### config.mk
export PLATFORM = sky130hd
export DESIGN_NAME = button_debounce_led_animator_top
export DESIGN_NICKNAME = d
export VERILOG_FILES = /design/src/hw/rtl/bdla_pkg.sv /design/src/hw/rtl/bdla_debounce.sv /design/src/hw/rtl/bdla_animator.sv /design/src/hw/rtl/button_debounce_led_animator_top.sv
export SDC_FILE = /design/constraint.sdc
export NUM_CORES = 1
export LEC_CHECK = 0
export ABC_AREA = 1
export BUFFER_PORTS_ARGS = -buffer_cell sky130_fd_sc_hd__buf_2
export CORE_MARGIN = 2
export CORE_UTILIZATION = 40
export DETAILED_ROUTE_END_ITERATION = 8
export GPL_ROUTABILITY_DRIVEN = 0
export SETUP_SLACK_MARGIN = 0.3
export SLEW_MARGIN = 20
export SYNTH_ARGS = -nofsm -noshare
export SYNTH_HDL_FRONTEND = slang
export SYNTH_HIERARCHICAL = 1
export SYNTH_SLANG_ARGS = --single-unit
### constraint.sdc
create_clock -name clk_i -period 13.15 [get_ports clk_i]
set_input_delay 1.315 -clock clk_i [delete_from_list [all_inputs] [get_ports clk_i]]
set_output_delay 1.315 -clock clk_i [all_outputs]
set_load 0.05 [all_outputs]
### src/hw/rtl/bdla_pkg.sv
// ----------------------------------------------------------------------------
// bdla_pkg
// shared types, constants and colour tables of the button debounce and
// led animator block
// ----------------------------------------------------------------------------
package bdla_pkg;

  localparam int unsigned LedCount       = 8;
  localparam int unsigned LedIdxWidth    = $clog2(LedCount);
  localparam int unsigned TimeWidth      = 32;
  localparam int unsigned FrameWidth     = 8;
  localparam int unsigned PeriodWidth    = 9;
  localparam int unsigned TargetWidth    = $clog2(LedCount) + 1;
  localparam int unsigned ColorWidth     = 24;
  localparam int unsigned DebounceWidth  = 10;
  localparam int unsigned LongPressWidth = 14;
  localparam int unsigned AddrWidth      = 3;
  localparam int unsigned DataWidth      = 32;

  typedef enum logic [2:0] {
    OpTick  = 3'd0,
    OpCount = 3'd1,
    OpHit   = 3'd2,
    OpSeek  = 3'd3,
    OpBlank = 3'd4,
    OpHunt  = 3'd5
  } op_e;

  typedef enum logic [2:0] {
    ModeCount = 3'd0,
    ModeHit   = 3'd1,
    ModeBlank = 3'd2,
    ModeHunt  = 3'd3,
    ModeSeek  = 3'd4
  } mode_e;

  // register index, taken from paddr bit 2
  localparam logic RegDebounce  = 1'b0;
  localparam logic RegLongPress = 1'b1;

  localparam logic [DebounceWidth-1:0]  DebounceReset  = DebounceWidth'(50);
  localparam logic [LongPressWidth-1:0] LongPressReset = LongPressWidth'(1000);

  localparam logic [PeriodWidth-1:0] PeriodCount = PeriodWidth'(100);
  localparam logic [PeriodWidth-1:0] PeriodHit   = PeriodWidth'(200);
  localparam logic [PeriodWidth-1:0] PeriodSeek  = PeriodWidth'(200);
  localparam logic [PeriodWidth-1:0] PeriodBlank = PeriodWidth'(500);
  localparam logic [PeriodWidth-1:0] PeriodHunt  = PeriodWidth'(300);

  localparam logic [FrameWidth-1:0] FrameMax  = FrameWidth'(255);
  localparam logic [FrameWidth-1:0] HuntLast  = FrameWidth'(2);
  localparam logic [FrameWidth-1:0] SeekLast  = FrameWidth'(4);
  localparam logic [FrameWidth-1:0] HitFirst  = FrameWidth'(0);
  localparam logic [FrameWidth-1:0] HitSecond = FrameWidth'(2);

  localparam logic [ColorWidth-1:0] ColRed    = 24'h00FF00;
  localparam logic [ColorWidth-1:0] ColBlue   = 24'h0000FF;
  localparam logic [ColorWidth-1:0] ColYellow = 24'hFFFF00;
  localparam logic [ColorWidth-1:0] ColGreen  = 24'hFF0000;
  localparam logic [ColorWidth-1:0] ColOrange = 24'hA5FF00;
  localparam logic [ColorWidth-1:0] ColPurple = 24'h008080;
  localparam logic [ColorWidth-1:0] ColGrey   = 24'h323232;
  localparam logic [ColorWidth-1:0] ColWhite  = 24'hFFFFFF;
  localparam logic [ColorWidth-1:0] ColDark   = 24'h000000;

  typedef logic [ColorWidth-1:0] pixel_t;
  typedef pixel_t [LedCount-1:0] strip_t;

  typedef struct packed {
    logic [2:0]        operation;
    logic              button_level;
    logic [2:0]        color_select;
    logic signed [7:0] bar_length;
  } in_item_t;

  typedef struct packed {
    logic   short_press;
    logic   long_press;
    logic   strip_updated;
    pixel_t pixel_0;
    pixel_t pixel_1;
    pixel_t pixel_2;
    pixel_t pixel_3;
    pixel_t pixel_4;
    pixel_t pixel_5;
    pixel_t pixel_6;
    pixel_t pixel_7;
  } out_item_t;

  typedef struct packed {
    logic [TimeWidth-1:0] now;
    logic [TimeWidth-1:0] next;
  } stamp_t;

  typedef struct packed {
    logic [DebounceWidth-1:0]  debounce_ms;
    logic [LongPressWidth-1:0] long_press_ms;
  } cfg_t;

  function automatic pixel_t count_color(input logic [2:0] sel);
    pixel_t col;
    case (sel)
      3'd0:    col = ColRed;
      3'd1:    col = ColBlue;
      3'd2:    col = ColYellow;
      3'd3:    col = ColGreen;
      3'd4:    col = ColOrange;
      3'd5:    col = ColPurple;
      default: col = ColGrey;
    endcase
    return col;
  endfunction

  // three led groups: 0..2, 3..4, 5..7
  function automatic pixel_t hunt_color(input logic [1:0] frame,
                                        input logic [LedIdxWidth-1:0] led);
    logic [1:0] grp;
    pixel_t     col;
    if (led < LedIdxWidth'(3)) begin
      grp = 2'd0;
    end else if (led < LedIdxWidth'(5)) begin
      grp = 2'd1;
    end else begin
      grp = 2'd2;
    end
    case ({frame, grp})
      4'b0000: col = ColRed;
      4'b0001: col = ColBlue;
      4'b0010: col = ColOrange;
      4'b0100: col = ColOrange;
      4'b0101: col = ColRed;
      4'b0110: col = ColBlue;
      4'b1000: col = ColBlue;
      4'b1001: col = ColOrange;
      4'b1010: col = ColRed;
      default: col = ColDark;
    endcase
    return col;
  endfunction

endpackage

### src/hw/rtl/bdla_debounce.sv
// ----------------------------------------------------------------------------
// bdla_debounce
// millisecond time base, button debouncer and short / long press detection
// ----------------------------------------------------------------------------
module bdla_debounce import bdla_pkg::*; (
  input  logic   clk_i,
  input  logic   rst_ni,
  input  logic   tick_i,
  input  logic   level_i,
  input  cfg_t   cfg_i,
  output stamp_t time_o,
  output logic   short_press_o,
  output logic   long_press_o
);

  logic [TimeWidth-1:0] time_q, time_d;
  logic [TimeWidth-1:0] change_q, change_d;
  logic [TimeWidth-1:0] hold_q, hold_d;
  logic                 raw_q, raw_d;
  logic                 steady_q, steady_d;
  logic [TimeWidth-1:0] time_inc;
  logic [TimeWidth-1:0] since_change;
  logic [TimeWidth-1:0] since_hold;
  logic                 changed;
  logic                 settled;
  logic                 flip;

  assign time_inc     = time_q + TimeWidth'(1);
  assign since_change = time_inc - change_q;
  assign since_hold   = time_inc - hold_q;
  assign changed      = (level_i != raw_q);
  // a fresh edge restarts the window, so it can never settle on this tick
  assign settled      = !changed &&
                        (since_change > TimeWidth'(cfg_i.debounce_ms));
  assign flip         = tick_i && settled && (steady_q != level_i);

  assign time_o.now  = time_q;
  assign time_o.next = time_inc;

  always_comb begin
    time_d   = time_q;
    change_d = change_q;
    hold_d   = hold_q;
    raw_d    = raw_q;
    steady_d = steady_q;
    short_press_o = 1'b0;
    long_press_o  = 1'b0;
    if (tick_i) begin
      time_d = time_inc;
      if (changed) begin
        change_d = time_inc;
        raw_d    = level_i;
      end
    end
    if (flip) begin
      steady_d = level_i;
      if (!level_i) begin
        short_press_o = 1'b1;
        hold_d        = time_inc;
      end else if (since_hold > TimeWidth'(cfg_i.long_press_ms)) begin
        long_press_o = 1'b1;
      end
    end
  end

  always_ff @(posedge clk_i or negedge rst_ni) begin
    if (!rst_ni) begin
      time_q   <= '0;
      change_q <= '0;
      hold_q   <= '0;
      raw_q    <= 1'b1;
      steady_q <= 1'b1;
    end else begin
      time_q   <= time_d;
      change_q <= change_d;
      hold_q   <= hold_d;
      raw_q    <= raw_d;
      steady_q <= steady_d;
    end
  end

endmodule

### src/hw/rtl/bdla_animator.sv
// ----------------------------------------------------------------------------
// bdla_animator
// frame timer, animation mode state and pixel painter for the led strip
// ----------------------------------------------------------------------------
module bdla_animator import bdla_pkg::*; (
  input  logic     clk_i,
  input  logic     rst_ni,
  input  logic     valid_i,
  input  in_item_t item_i,
  input  stamp_t   time_i,
  output logic     updated_o,
  output strip_t   pixels_o
);

  mode_e                  mode_q, mode_d;
  logic [FrameWidth-1:0]  frame_q, frame_d;
  logic [TimeWidth-1:0]   fstamp_q, fstamp_d;
  logic [PeriodWidth-1:0] period_q, period_d;
  logic                   pend_q, pend_d;
  pixel_t                 color_q, color_d;
  logic [TargetWidth-1:0] target_q, target_d;
  strip_t                 pixels_q, pixels_d;

  logic                   due;
  logic [FrameWidth-1:0]  frame_adv;
  logic                   pend_adv;
  logic [FrameWidth-1:0]  lit;
  logic [FrameWidth-1:0]  frame_hunt;
  logic [FrameWidth-1:0]  frame_seek;
  logic [TargetWidth-1:0] clamp_len;
  logic                   seek_red;

  assign due = (time_i.next - fstamp_q) >= TimeWidth'(period_q);

  always_comb begin
    frame_adv = frame_q;
    if (due && (frame_q != FrameMax)) begin
      frame_adv = frame_q + FrameWidth'(1);
    end
  end

  assign pend_adv   = pend_q || due;
  assign lit        = (frame_adv > FrameWidth'(target_q)) ? FrameWidth'(target_q)
                                                          : frame_adv;
  assign frame_hunt = (frame_adv > HuntLast) ? '0 : frame_adv;
  assign frame_seek = (frame_adv > SeekLast) ? '0 : frame_adv;

  always_comb begin
    if (item_i.bar_length[7]) begin
      clamp_len = '0;
    end else if (item_i.bar_length[6:0] >= 7'(LedCount)) begin
      clamp_len = TargetWidth'(LedCount);
    end else begin
      clamp_len = item_i.bar_length[TargetWidth-1:0];
    end
  end

  always_comb begin
    mode_d    = mode_q;
    frame_d   = frame_q;
    fstamp_d  = fstamp_q;
    period_d  = period_q;
    pend_d    = pend_q;
    color_d   = color_q;
    target_d  = target_q;
    pixels_d  = pixels_q;
    updated_o = 1'b0;
    seek_red  = 1'b0;
    if (valid_i) begin
      case (op_e'(item_i.operation))
        OpTick: begin
          frame_d = frame_adv;
          pend_d  = pend_adv;
          if (due) begin
            fstamp_d = time_i.next;
          end
          if (pend_adv) begin
            updated_o = 1'b1;
            pend_d    = 1'b0;
            case (mode_q)
              ModeCount: begin
                for (int i = 0; i < LedCount; i++) begin
                  pixels_d[i] = (lit >= FrameWidth'(i + 1)) ? color_q : ColDark;
                end
                pend_d = 1'b1;
              end
              ModeHit: begin
                for (int i = 0; i < LedCount; i++) begin
                  pixels_d[i] = (frame_adv == HitFirst || frame_adv == HitSecond)
                                ? ColYellow : ColDark;
                end
              end
              ModeHunt: begin
                frame_d = frame_hunt;
                for (int i = 0; i < LedCount; i++) begin
                  pixels_d[i] = hunt_color(frame_hunt[1:0], LedIdxWidth'(i));
                end
              end
              ModeSeek: begin
                frame_d = frame_seek;
                for (int i = 0; i < LedCount; i++) begin
                  seek_red = (frame_seek < SeekLast) &&
                             ((frame_seek == FrameWidth'(i)) ||
                              (frame_seek == FrameWidth'(LedCount - 1 - i)));
                  pixels_d[i] = seek_red ? ColRed : ColWhite;
                end
              end
              default: begin
                pixels_d = '0;
              end
            endcase
          end
        end
        OpCount, OpHit, OpSeek, OpBlank, OpHunt: begin
          pend_d   = 1'b1;
          frame_d  = '0;
          fstamp_d = time_i.now;
          case (op_e'(item_i.operation))
            OpCount: begin
              mode_d   = ModeCount;
              period_d = PeriodCount;
              color_d  = count_color(item_i.color_select);
              target_d = clamp_len;
            end
            OpHit: begin
              mode_d   = ModeHit;
              period_d = PeriodHit;
            end
            OpSeek: begin
              mode_d   = ModeSeek;
              period_d = PeriodSeek;
            end
            OpHunt: begin
              mode_d   = ModeHunt;
              period_d = PeriodHunt;
            end
            default: begin
              mode_d   = ModeBlank;
              period_d = PeriodBlank;
            end
          endcase
        end
        default: begin
        end
      endcase
    end
  end

  assign pixels_o = pixels_d;

  always_ff @(posedge clk_i or negedge rst_ni) begin
    if (!rst_ni) begin
      mode_q   <= ModeBlank;
      frame_q  <= '0;
      fstamp_q <= '0;
      period_q <= PeriodBlank;
      pend_q   <= 1'b0;
      color_q  <= ColDark;
      target_q <= '0;
      pixels_q <= '0;
    end else begin
      mode_q   <= mode_d;
      frame_q  <= frame_d;
      fstamp_q <= fstamp_d;
      period_q <= period_d;
      pend_q   <= pend_d;
      color_q  <= color_d;
      target_q <= target_d;
      pixels_q <= pixels_d;
    end
  end

endmodule

### src/hw/rtl/button_debounce_led_animator_top.sv
// ----------------------------------------------------------------------------
// button_debounce_led_animator_top
// button debouncer with press detection and an eight pixel strip animator
// ----------------------------------------------------------------------------
// input channel: in_valid_i / in_stall_o carry one item, either a one
//   millisecond tick with the raw button level or a command that starts an
//   animation; a transaction completes on an edge with valid high, stall low
// output channel: out_valid_o / out_stall_i carry exactly one result per
//   input item: press flags, repaint flag and the eight shown pixel words
// datapath: an item is captured in the input register, is processed in one
//   pass and its result is captured in the output register; throughput is
//   one item per cycle while the output is not stalled
// stall: while the output register is full and stalled the input register
//   holds and in_stall_o rises once it is occupied; no item is lost
// configuration: apb writes debounce_ms (0x0), long_press_ms (0x4); the user
//   must write only while the block is idle, unenforced; pready always high
// reset: time base, animation (blank mode) and pixels clear, the button reads as released,
//   registers return to 50 and 1000 ms; both channels come up empty
// ----------------------------------------------------------------------------
module button_debounce_led_animator_top import bdla_pkg::*; (
  input  logic                 clk_i,
  input  logic                 rst_ni,
  input  logic                 in_valid_i,
  output logic                 in_stall_o,
  input  in_item_t             in_data_i,
  output logic                 out_valid_o,
  input  logic                 out_stall_i,
  output out_item_t            out_data_o,
  input  logic                 psel,
  input  logic                 penable,
  input  logic                 pwrite,
  input  logic [AddrWidth-1:0] paddr,
  input  logic [DataWidth-1:0] pwdata,
  output logic [DataWidth-1:0] prdata,
  output logic                 pready
);

  logic      in_valid_q, in_valid_d;
  in_item_t  in_item_q;
  logic      out_valid_q, out_valid_d;
  out_item_t out_item_q, out_item_d;
  cfg_t      cfg_q, cfg_d;

  logic      out_free;
  logic      process;
  logic      tick;
  logic      accept_in;
  logic      cfg_write;
  stamp_t    time_s;
  logic      short_press;
  logic      long_press;
  logic      updated;
  strip_t    pixels;

  // configuration registers
  assign pready    = 1'b1;
  assign cfg_write = psel && penable && pwrite;

  always_comb begin
    cfg_d = cfg_q;
    if (cfg_write) begin
      case (paddr[2])
        RegDebounce:  cfg_d.debounce_ms   = pwdata[DebounceWidth-1:0];
        RegLongPress: cfg_d.long_press_ms = pwdata[LongPressWidth-1:0];
        default:      cfg_d = cfg_q;
      endcase
    end
  end

  always_comb begin
    case (paddr[2])
      RegDebounce:  prdata = DataWidth'(cfg_q.debounce_ms);
      RegLongPress: prdata = DataWidth'(cfg_q.long_press_ms);
      default:      prdata = '0;
    endcase
  end

  // flow control
  assign out_free   = !out_valid_q || !out_stall_i;
  assign process    = in_valid_q && out_free;
  assign in_stall_o = in_valid_q && !out_free;
  assign accept_in  = in_valid_i && !in_stall_o;
  assign tick       = process && (op_e'(in_item_q.operation) == OpTick);

  always_comb begin
    in_valid_d = in_valid_q;
    if (accept_in) begin
      in_valid_d = 1'b1;
    end else if (process) begin
      in_valid_d = 1'b0;
    end
    out_valid_d = out_valid_q;
    if (process) begin
      out_valid_d = 1'b1;
    end else if (out_valid_q && !out_stall_i) begin
      out_valid_d = 1'b0;
    end
  end

  bdla_debounce u_debounce (
    .clk_i         (clk_i),
    .rst_ni        (rst_ni),
    .tick_i        (tick),
    .level_i       (in_item_q.button_level),
    .cfg_i         (cfg_q),
    .time_o        (time_s),
    .short_press_o (short_press),
    .long_press_o  (long_press)
  );

  bdla_animator u_animator (
    .clk_i     (clk_i),
    .rst_ni    (rst_ni),
    .valid_i   (process),
    .item_i    (in_item_q),
    .time_i    (time_s),
    .updated_o (updated),
    .pixels_o  (pixels)
  );

  always_comb begin
    out_item_d.short_press   = short_press;
    out_item_d.long_press    = long_press;
    out_item_d.strip_updated = updated;
    out_item_d.pixel_0       = pixels[0];
    out_item_d.pixel_1       = pixels[1];
    out_item_d.pixel_2       = pixels[2];
    out_item_d.pixel_3       = pixels[3];
    out_item_d.pixel_4       = pixels[4];
    out_item_d.pixel_5       = pixels[5];
    out_item_d.pixel_6       = pixels[6];
    out_item_d.pixel_7       = pixels[7];
  end

  always_ff @(posedge clk_i or negedge rst_ni) begin
    if (!rst_ni) begin
      in_valid_q        <= 1'b0;
      out_valid_q       <= 1'b0;
      cfg_q.debounce_ms   <= DebounceReset;
      cfg_q.long_press_ms <= LongPressReset;
    end else begin
      in_valid_q  <= in_valid_d;
      out_valid_q <= out_valid_d;
      cfg_q       <= cfg_d;
    end
  end

  always_ff @(posedge clk_i) begin
    if (accept_in) begin
      in_item_q <= in_data_i;
    end
    if (process) begin
      out_item_q <= out_item_d;
    end
  end

  assign out_valid_o = out_valid_q;
  assign out_data_o  = out_item_q;

  // checks
  assert property (@(posedge clk_i) disable iff (!rst_ni)
    process && (op_e'(in_item_q.operation) != OpTick) |=>
      !out_item_q.short_press && !out_item_q.long_press && !out_item_q.strip_updated)
    else $error("command produced a tick result flag");

  assert property (@(posedge clk_i) disable iff (!rst_ni)
    out_valid_q |-> !(out_item_q.short_press && out_item_q.long_press))
    else $error("short and long press flagged together");

  assert property (@(posedge clk_i) disable iff (!rst_ni)
    process |=> out_valid_q && !$past(in_stall_o))
    else $error("processed item did not reach the output register");

endmodule

==> impl_metrics.toml, run 1 <==
[worst_setup_path]
rr_startpoint = "u_debounce/time_q[1]"
slowest_stage = "nor4_1"
rrSetupSlack_ns = 5.27
cp_slowest_stage_delay_ns = 0.63
crit_arrival_ns = 8.20
crit_fanout = 11
worstSetupStartpointType = "flop"
cpMostUsedCell = "nand2_1"
end_kind = "flop"
ff2ff_path_depth = 38
critPathKind = "flop to flop"
critical_path_required_ns = 13.47
r2r-end = "out_data_o[150]"

[floorplan]
ios = 287
start_util = 0.404
die_w_um = 287
row_count = 103
core_area_um2 = 79000
die_h_um = 287
die-area_um2 = 82100

[cts]
h-tree-depth = 3
clock_path_buffers = 3
cts_made_buffers = 67
root_buffer = "clkbuf_16"
clock_latency_ns = 0.62
cts.clk_slew.worst_paths_ns = 0.06
cts_tree = "done"
cts_sinks = 589
hold_buffers = 0
cts-resized-gates = 0
post_cts_buffers = 0

[placed_design]
dp_hpwl_mm = 66.1
dp.cells = 5228
port_buffers = 247
dp_slack_ns = 5.45

[timing]
rsz0062_at_grt = "false"
fin_ws_ns = 5.27
fin_crit_sh = 0.599
tns_ns = 0
hold_viol_final = 0
setup_viol = 0
holdWs_ns = 0.468
final_max_slew_viol_count = 0
relSlewSlack = 0.315
finalClockSkew_ns = 0.0280
fmax_ghz = 0.127
tightest_slew_ns = 1.02
fin_crit_ns = 7.88

[worst_hold_path]
min_path_type = "flop to flop"
whs_endpoint = "u_animator/pixels_q[171]"
hp-start = "u_animator/pixels_q[171]"
min_path_cells = 2

[synth]
synthesis.instances = 3983
synth_top_area_frac = 0.284
synth_largest_area_cell = "dfrtp_1"
synth.area.top_cells = "dfrtp_1 28%, edfxtp_1 20%, nand2_1 18%"
netlist_area_um2 = 31900
avgSynthCellArea_um2 = 8.02
synth-seq-area-share = 0.495
synth_edf_count = 210
synth_cell_types = 57
yosysWarnings = 6
synthArstFlopShare = 0.643
ys_seq_elements = 589
yosys_most_used_dff = "dfrtp_1"

[routing]
drt_iter0_markers = 2200
vias = 26400
vias_per_cell = 4.93
wl_per_cell_um = 16.4
ant_nets = 0
wl_mm = 87.8
first_pass_iters = 5
drc = 0

[run]
drv_cap = 0

[pwr]
power.density_nw_per_um2 = 233
finalPower_mw = 8.52
leakagePower_nw = 19.4
vdd_drop_max_uv = 97.5

[final_layout]
syn2layout_area_growth_pct = 14.4
final_cell_mix = "1491 x nand2_1, 535 x inv_1, 363 x dfrtp_1"
stdcell_count = 5353
nets = 4440
layout-drive-gt1-share = 0.124
final_common_cell = "nand2_1"

[grt]
grt_antenna_before_repair = 0
grt_pass1_wl_mm = 138
grt_max_degree = 123
grt_overflow = 0
grt_pass1_vias = 24400
gr-usage-all-layers = 0.214

[run_status]
status = "complete, no violations"
==> flip-flops by register name (all words and copies together), names as in the netlist, 4 cells and up <==
signal and flops:
cfg_q 24, u_debounce/time_q 32, out_data_o 195, in_item_q 15, u_animator/pixels_q 192, u_debounce/hold_q 32
u_animator/frame_q 8, u_animator/color_q 10, u_debounce/change_q 32, u_animator/target_q 4, u_animator/period_q 5, u_animator/fstamp_q 32
==> cells by family after synthesis <==
group | after synthesis | share of synthesized area
other cells | 2 | 0.000235
fa+ha+maj | 136 | 0.0540
compound gates | 326 | 0.0570
xor+xnor | 67 | 0.0190
buf+inv | 657 | 0.0827
simple gates | 2206 | 0.292
flops | 589 | 0.495
==> cell usage after synthesis, drive strengths merged (3+ instances only) <==
library cell and count:
dfstp 16, and2 3, or2 7, a21o 7, edfxtp 210, buf 39, o211ai 11, xnor2 9
fa 3, ha 133, nand3b 9, nor3 35, clkbuf 63, nand2 1555, nor3b 5, inv 550
o22ai 8, a31oi 33, nand3 219, nor2 280, clkinv 5, dfrtp 363, o21a 5, nor4 12
o21bai 10, nand4 78, a21oi 105, o21ai 140, xor2 58
==> power by group <==
part	internal, mW	switching [mW]	total [mW]
clock	1.10	0.767	1.87
combinational	1.14	2.80	3.94
sequential	2.51	0.196	2.71
total	4.76	3.76	8.52
==> cell type report <==
cell class,count,area [µm²]
antenna,1,2.50
clock buffer,90,1850
clock inverter,34,387
fill,7778,42400
inverter,555,2100
multi-input combinational,2754,13600
sequential,589,15800
tap,1050,1310
timing repair buffer,280,1490
==> critical path, delay by kind of cell (launching register included) <==
kind            cells  cell delay (ns)
buf+inv             4             0.63
fa+ha+maj           3             1.01
simple gates       24             4.23
compound gates      7             1.16
flops               1             0.52
==> per-stage QoR <==
step / cell area, µm² / util
6_report: 36600 / 0.463
5_1_grt: 36600 / 0.463
4_1_cts: 36600 / 0.463
3_5_place_dp: 34300 / 0.434
3_3_place_gp: 34300 / 0.434
2_1_floorplan: 32000 / -
==> how the worst max path moves through the flow <==
stage,cells past startpoint,to,from
6_report,38,out_data_o[150],u_debounce/time_q[1]
5_1_grt,37,out_data_o[146],u_debounce/time_q[0]
4_1_cts,39,out_data_o[98],u_debounce/time_q[1]
3_5_place_dp,38,out_data_o[150],u_debounce/time_q[1]
2_1_floorplan,12,out_data_o[17],out_stall_i
3_3_place_gp,39,out_data_o[75],u_debounce/time_q[1]
==> per-layer routing <==
metal  share of wire  GRT usage
met3           0.065     0.0383
met5               0          0
met1            0.47      0.307
met2            0.44      0.328
met4           0.027     0.0649
Power figures use the tool's default switching activity.
==> inputs of run 2 (changes only) <==
clock period = 8 ns   (was 13.15 ns; I/O delays follow)
==> run 2 against run 1 <==
Net effect: clock skew grew 0.0024 ns; clock power up 62%; non-clock buffer count rose by 17; via count up 0.51%; design area up 0.22%; highest routed layer unchanged; core utilization is 0.10 points higher; sequential cell count stayed put; sequential power rose by 65%.
==> impl_metrics.toml, run 2 (synthesized netlist as in run 1, its figures left out) <==
[run_status]
status = "complete, no violations"

[timing]
fin_crit_sh = 0.878
setup_viol = 0
relSlewSlack = 0.265
finalClockSkew_ns = 0.0303
fin_ws_ns = 0.978
fin_crit_ns = 7.02
hold_viol_final = 0
tightest_slew_ns = 1.10
final_max_slew_viol_count = 0
tns_ns = 0
fmax_ghz = 0.142
rsz0062_at_grt = "false"

[worst_setup_path]
slowest_stage = "ha_1"
r2r-end = "out_data_o[146]"
cpMostUsedCell = "nand2_1"
crit_arrival_ns = 7.37
rrSetupSlack_ns = 0.98
worstSetupStartpointType = "flop"
critPathKind = "flop to flop"
cp_slowest_stage_delay_ns = 0.44
crit_fanout = 9
end_kind = "flop"
ff2ff_path_depth = 40
rr_startpoint = "u_debounce/time_q[0]"
critical_path_required_ns = 8.34
endpoint = "out_data_o[146]"
crit_start = "u_debounce/time_q[0]"

[run]
drv_cap = 0

[routing]
highest_layer = "met4"
wl_mm = 88.7
wl_met3_mm = 5.12
vias = 26500
ant_nets = 0
drt_iter0_markers = 2241
drc = 0
first_pass_iters = 6
wl_per_cell_um = 16.5
wl_met1_mm = 41.9
wl_met2_mm = 39.3
vias_per_cell = 4.94

[final_layout]
nets = 4456
layout-drive-gt1-share = 0.127
final_common_cell = "nand2_1"
final_cell_mix = "1491 x nand2_1, 536 x inv_1, 363 x dfrtp_1"
syn2layout_area_growth_pct = 14.7
largest_reg_flops = 195
post-route-util = 0.464

[floorplan]
die_w_um = 287
ios = 287
core_area_um2 = 79000
die-area_um2 = 82100
start_util = 0.404
die_h_um = 287
row_count = 103

[grt]
grt_pass1_wl_mm = 140
gr-usage-all-layers = 0.216
grt_max_degree = 193
grt_overflow = 0
grt_antenna_before_repair = 2
grt_pass1_vias = 24900

[pwr]
power.density_nw_per_um2 = 382
leakagePower_nw = 19.5
finalPower_mw = 14.0
vdd_drop_max_uv = 153

[placed_design]
dp_slack_ns = 0.989
dp_hpwl_mm = 66.6
port_buffers = 247

[cts]
post_cts_buffers = 0
clock_path_buffers = 3
root_buffer = "clkbuf_16"
hold_buffers = 0
cts-resized-gates = 0
cts_sinks = 589
cts_made_buffers = 66
clock_latency_ns = 0.62
h-tree-depth = 3
cts_tree = "done"
cts.clk_slew.worst_paths_ns = 0.06

[worst_hold_path]
min_path_type = "input pin to async pin"
run 2: cell types whose count changed in the layout (fill, tap and decap cells not counted), moves of 2 or more:
cell	change
buf_4	+15
clkinv_1	-5
clkbuf_1	+4
clkinv_8	-3
buf_12	+2
clkbuf_8	-2
clkinv_2	+2
clkinvlp_4	-2
run 2: worst max-delay path: cells and delay by family (launching register included):
kind            cells  cell delay (ns)
simple gates       28             4.00
fa+ha+maj           2             0.76
xor+xnor            1             0.24
compound gates      3             0.53
flops               1             0.43
buf+inv             6             0.76
run 2: through the flow:
step                      std cells  hold WS, ns  cell area, µm²
after floorplan                4000        0.441           32000
after global placement         5245        0.453           34500
after detailed placement       5245        0.460           34500
after CTS                      5365        0.155           36600
after global routing           5365        0.175           36600
final                          5367        0.138           36600
run 2: final cells by class:
class	instances	area (µm²)
Fill cell	7775	42400
Sequential cell	589	15800
Multi-Input combinational cell	2754	13600
Inverter	555	2100
Clock buffer	91	1820
Timing Repair Buffer	297	1650
Tap cell	1050	1310
Clock inverter	29	349
Antenna cell	2	5.00
run 2: metal layers:
layer | GRT usage | vias to the layer above
li1 | - | 13200
met1 | 0.311 | 12400
met2 | 0.338 | 739
met3 | 0.0301 | 132
met4 | 0.0613 | 0
met5 | 0 | -
run 2: how the worst min path moves through the flow:
stage / endpoint / slack, ns / depth (start not counted)
floorplan: u_animator/pixels_q[141] / 0.44 / 2
global placement: u_animator/pixels_q[175] / 0.45 / 2
detailed placement: u_animator/pixels_q[33] / 0.46 / 2
CTS: u_debounce/change_q[11] / 0.15 / 1
global route: u_debounce/change_q[11] / 0.18 / 1
finish: u_debounce/change_q[11] / 0.14 / 1
run 2: report_power, final:
part	internal [mW]	total (mW)	switching, mW
combinational	1.90	6.50	4.60
clock	1.75	3.03	1.28
sequential	4.13	4.46	0.333
==> inputs of run 3 (changes only) <==
CTS_BUF_LIST = sky130_fd_sc_hd__clkbuf_8   (was default)
GPL_ROUTABILITY_DRIVEN = 1   (was 0)
MAX_ROUTING_LAYER = met4   (was default)
==> run 3 against run 2 <==
Net effect: total power decreased by 0.57%; die area is the same; combinational power grew 1%; design area hardly changed; sequential share of layout area about the same; sequential power about the same; non-clock buffer count down 4; register-to-register slack worse by 0.07 ns; routed wire length grew 2.8%; core utilization about the same; via count is 0.49% higher; cell count increased by 1.2%; critical path type unchanged.
==> impl_metrics.toml, run 3 (synthesized netlist as in run 1, its figures left out) <==
[floorplan]
start_util = 0.404
die-area_um2 = 82100
die_w_um = 287
core_area_um2 = 79000
row_count = 103
die_h_um = 287
ios = 287

[cts]
post_cts_buffers = 0
cts.clk_slew.worst_paths_ns = 0.06
cts_made_buffers = 101
cts_tree = "done"
cts_sinks = 589
clock_latency_ns = 0.75
h-tree-depth = 3
root_buffer = "clkbuf_8"
clock_path_buffers = 3

[timing]
hold_viol_final = 0
holdWs_ns = 0.0342
finalClockSkew_ns = 0.0468
final_max_slew_viol_count = 0
tns_ns = 0
fin_crit_sh = 0.887
setup_viol = 0
fmax_ghz = 0.141
relSlewSlack = 0.324
fin_crit_ns = 7.09
rsz0062_at_grt = "false"
tightest_slew_ns = 1.01

[routing]
vias = 26600
vias_per_cell = 4.90
drt_iter0_markers = 2237
wl_per_cell_um = 16.8
ant_nets = 0
wl_mm = 91.1
drc = 0
first_pass_iters = 5

[run_status]
status = "complete, no violations"

[pwr]
vdd_drop_max_uv = 144
leakagePower_nw = 19.7
intPower_mw = 7.60
combPwrFrac = 0.472
power_frac_seq = 0.321
clockPowerShare = 0.207
netSwitchingFraction = 0.453
p_switching_mw = 6.31
power.density_nw_per_um2 = 380

[worst_setup_path]
r2r-end = "out_data_o[147]"
cp.depth = 35
end_kind = "flop"
crit_arrival_ns = 7.53
endpoint = "out_data_o[147]"
cp_slowest_stage_delay_ns = 0.45
critical_path_required_ns = 8.44
crit_fanout = 9
path_buf_inv = 4
rr_startpoint = "u_debounce/time_q[1]"
slowest_stage = "ha_1"
crit_family = "simple AND/OR/NAND/NOR gates"
rrSetupSlack_ns = 0.91
critPathKind = "flop to flop"
worstSetupStartpointType = "flop"
ff2ff_path_depth = 35
cpMostUsedCell = "nand2_1"
crit_start = "u_debounce/time_q[1]"

[final_layout]
nets = 4487
fillers = 7909
final_cell_mix = "1491 x nand2_1, 573 x inv_1, 363 x dfrtp_1"
largest_reg_flops = 195
syn2layout_area_growth_pct = 14.6
layout-drive-gt1-share = 0.135
final_common_cell = "nand2_1"

[placed_design]
gp_congestion = 0.951
dp_hpwl_mm = 68.2
port_buffers = 247

[grt]
grt_pass1_vias = 25500
grt_max_degree = 155
grt_antenna_before_repair = 3
grt_pass1_wl_mm = 143
grt_overflow = 0
gr-usage-all-layers = 0.229

[worst_hold_path]
min_path_type = "input pin to async pin"

[run]
drv_cap = 0
==> run 3: cell type report <==
class                           instances  area, µm²  area share
Antenna cell                            1       2.50   0.0000684
Sequential cell                       589      15800       0.432
Multi-Input combinational cell       2754      13600       0.372
Timing Repair Buffer                  293       1620      0.0442
Clock inverter                         74        546      0.0149
Clock buffer                          118       1620      0.0444
Inverter                              555       2100      0.0572
Tap cell                             1050       1310      0.0359
==> run 3: worst reg2reg max path, delay by kind of cell (launching register included) <==
kind	cells	cell delay (ns)
xor+xnor	1	0.26
fa+ha+maj	3	1.01
buf+inv	4	0.55
flops	1	0.44
compound gates	3	0.53
simple gates	24	3.98
==> run 3: metal layers <==
layer / wire [µm] / part of all wire / GRT usage / vias to the layer above
met5: 0 / 0 / - / -
met4: 1800 / 0.020 / 0.0565 / 0
met3: 5190 / 0.057 / 0.0338 / 118
met2: 40600 / 0.45 / 0.346 / 716
met1: 43600 / 0.48 / 0.322 / 12500
li1: - / - / - / 13300
==> run 3: power groups by stage <==
stage | registers [mW] | logic (mW) | clock network (mW)
floorplan | 5.34 | 3.98 | 0
CTS | 4.46 | 6.54 | 2.97
global placement | 4.49 | 6.46 | 0
detailed placement | 4.51 | 6.51 | 0
finish | 4.46 | 6.57 | 2.88
global route | 4.54 | 7.36 | 3.12
==> run 3: how the worst min path moves through the flow <==
stage	depth (start not counted)	endpoint	startpoint	slack [ns]
floorplan	2	u_animator/pixels_q[141]	u_animator/pixels_q[141]	0.44
global placement	2	u_animator/pixels_q[33]	u_animator/pixels_q[33]	0.46
detailed placement	2	u_animator/pixels_q[7]	u_animator/pixels_q[7]	0.46
CTS	1	u_debounce/time_q[1]	rst_ni	0.06
global route	1	u_debounce/change_q[2]	rst_ni	0.07
finish	1	u_debounce/change_q[2]	rst_ni	0.03
==> run 3: stage by stage <==
step,std cells,utilization,power [mW],worst slack [ns],cell area (µm²)
floorplan,4000,-,9.33,1.12,32000
global placement,5241,0.436,11.0,0.897,34400
detailed placement,5241,0.436,11.0,0.960,34400
CTS,5433,0.463,14.0,0.880,36600
global route,5434,0.463,15.0,0.319,36600
finish,5434,0.463,13.9,0.907,36600
==> run 3: timing repair <==
| item | in CTS | in global routing |
|---|---|---|
| hold buffers | 0 | 0 |
| endpoints found under the setup margin | 0 | 90 |
| gates resized for setup | 0 | 2 |
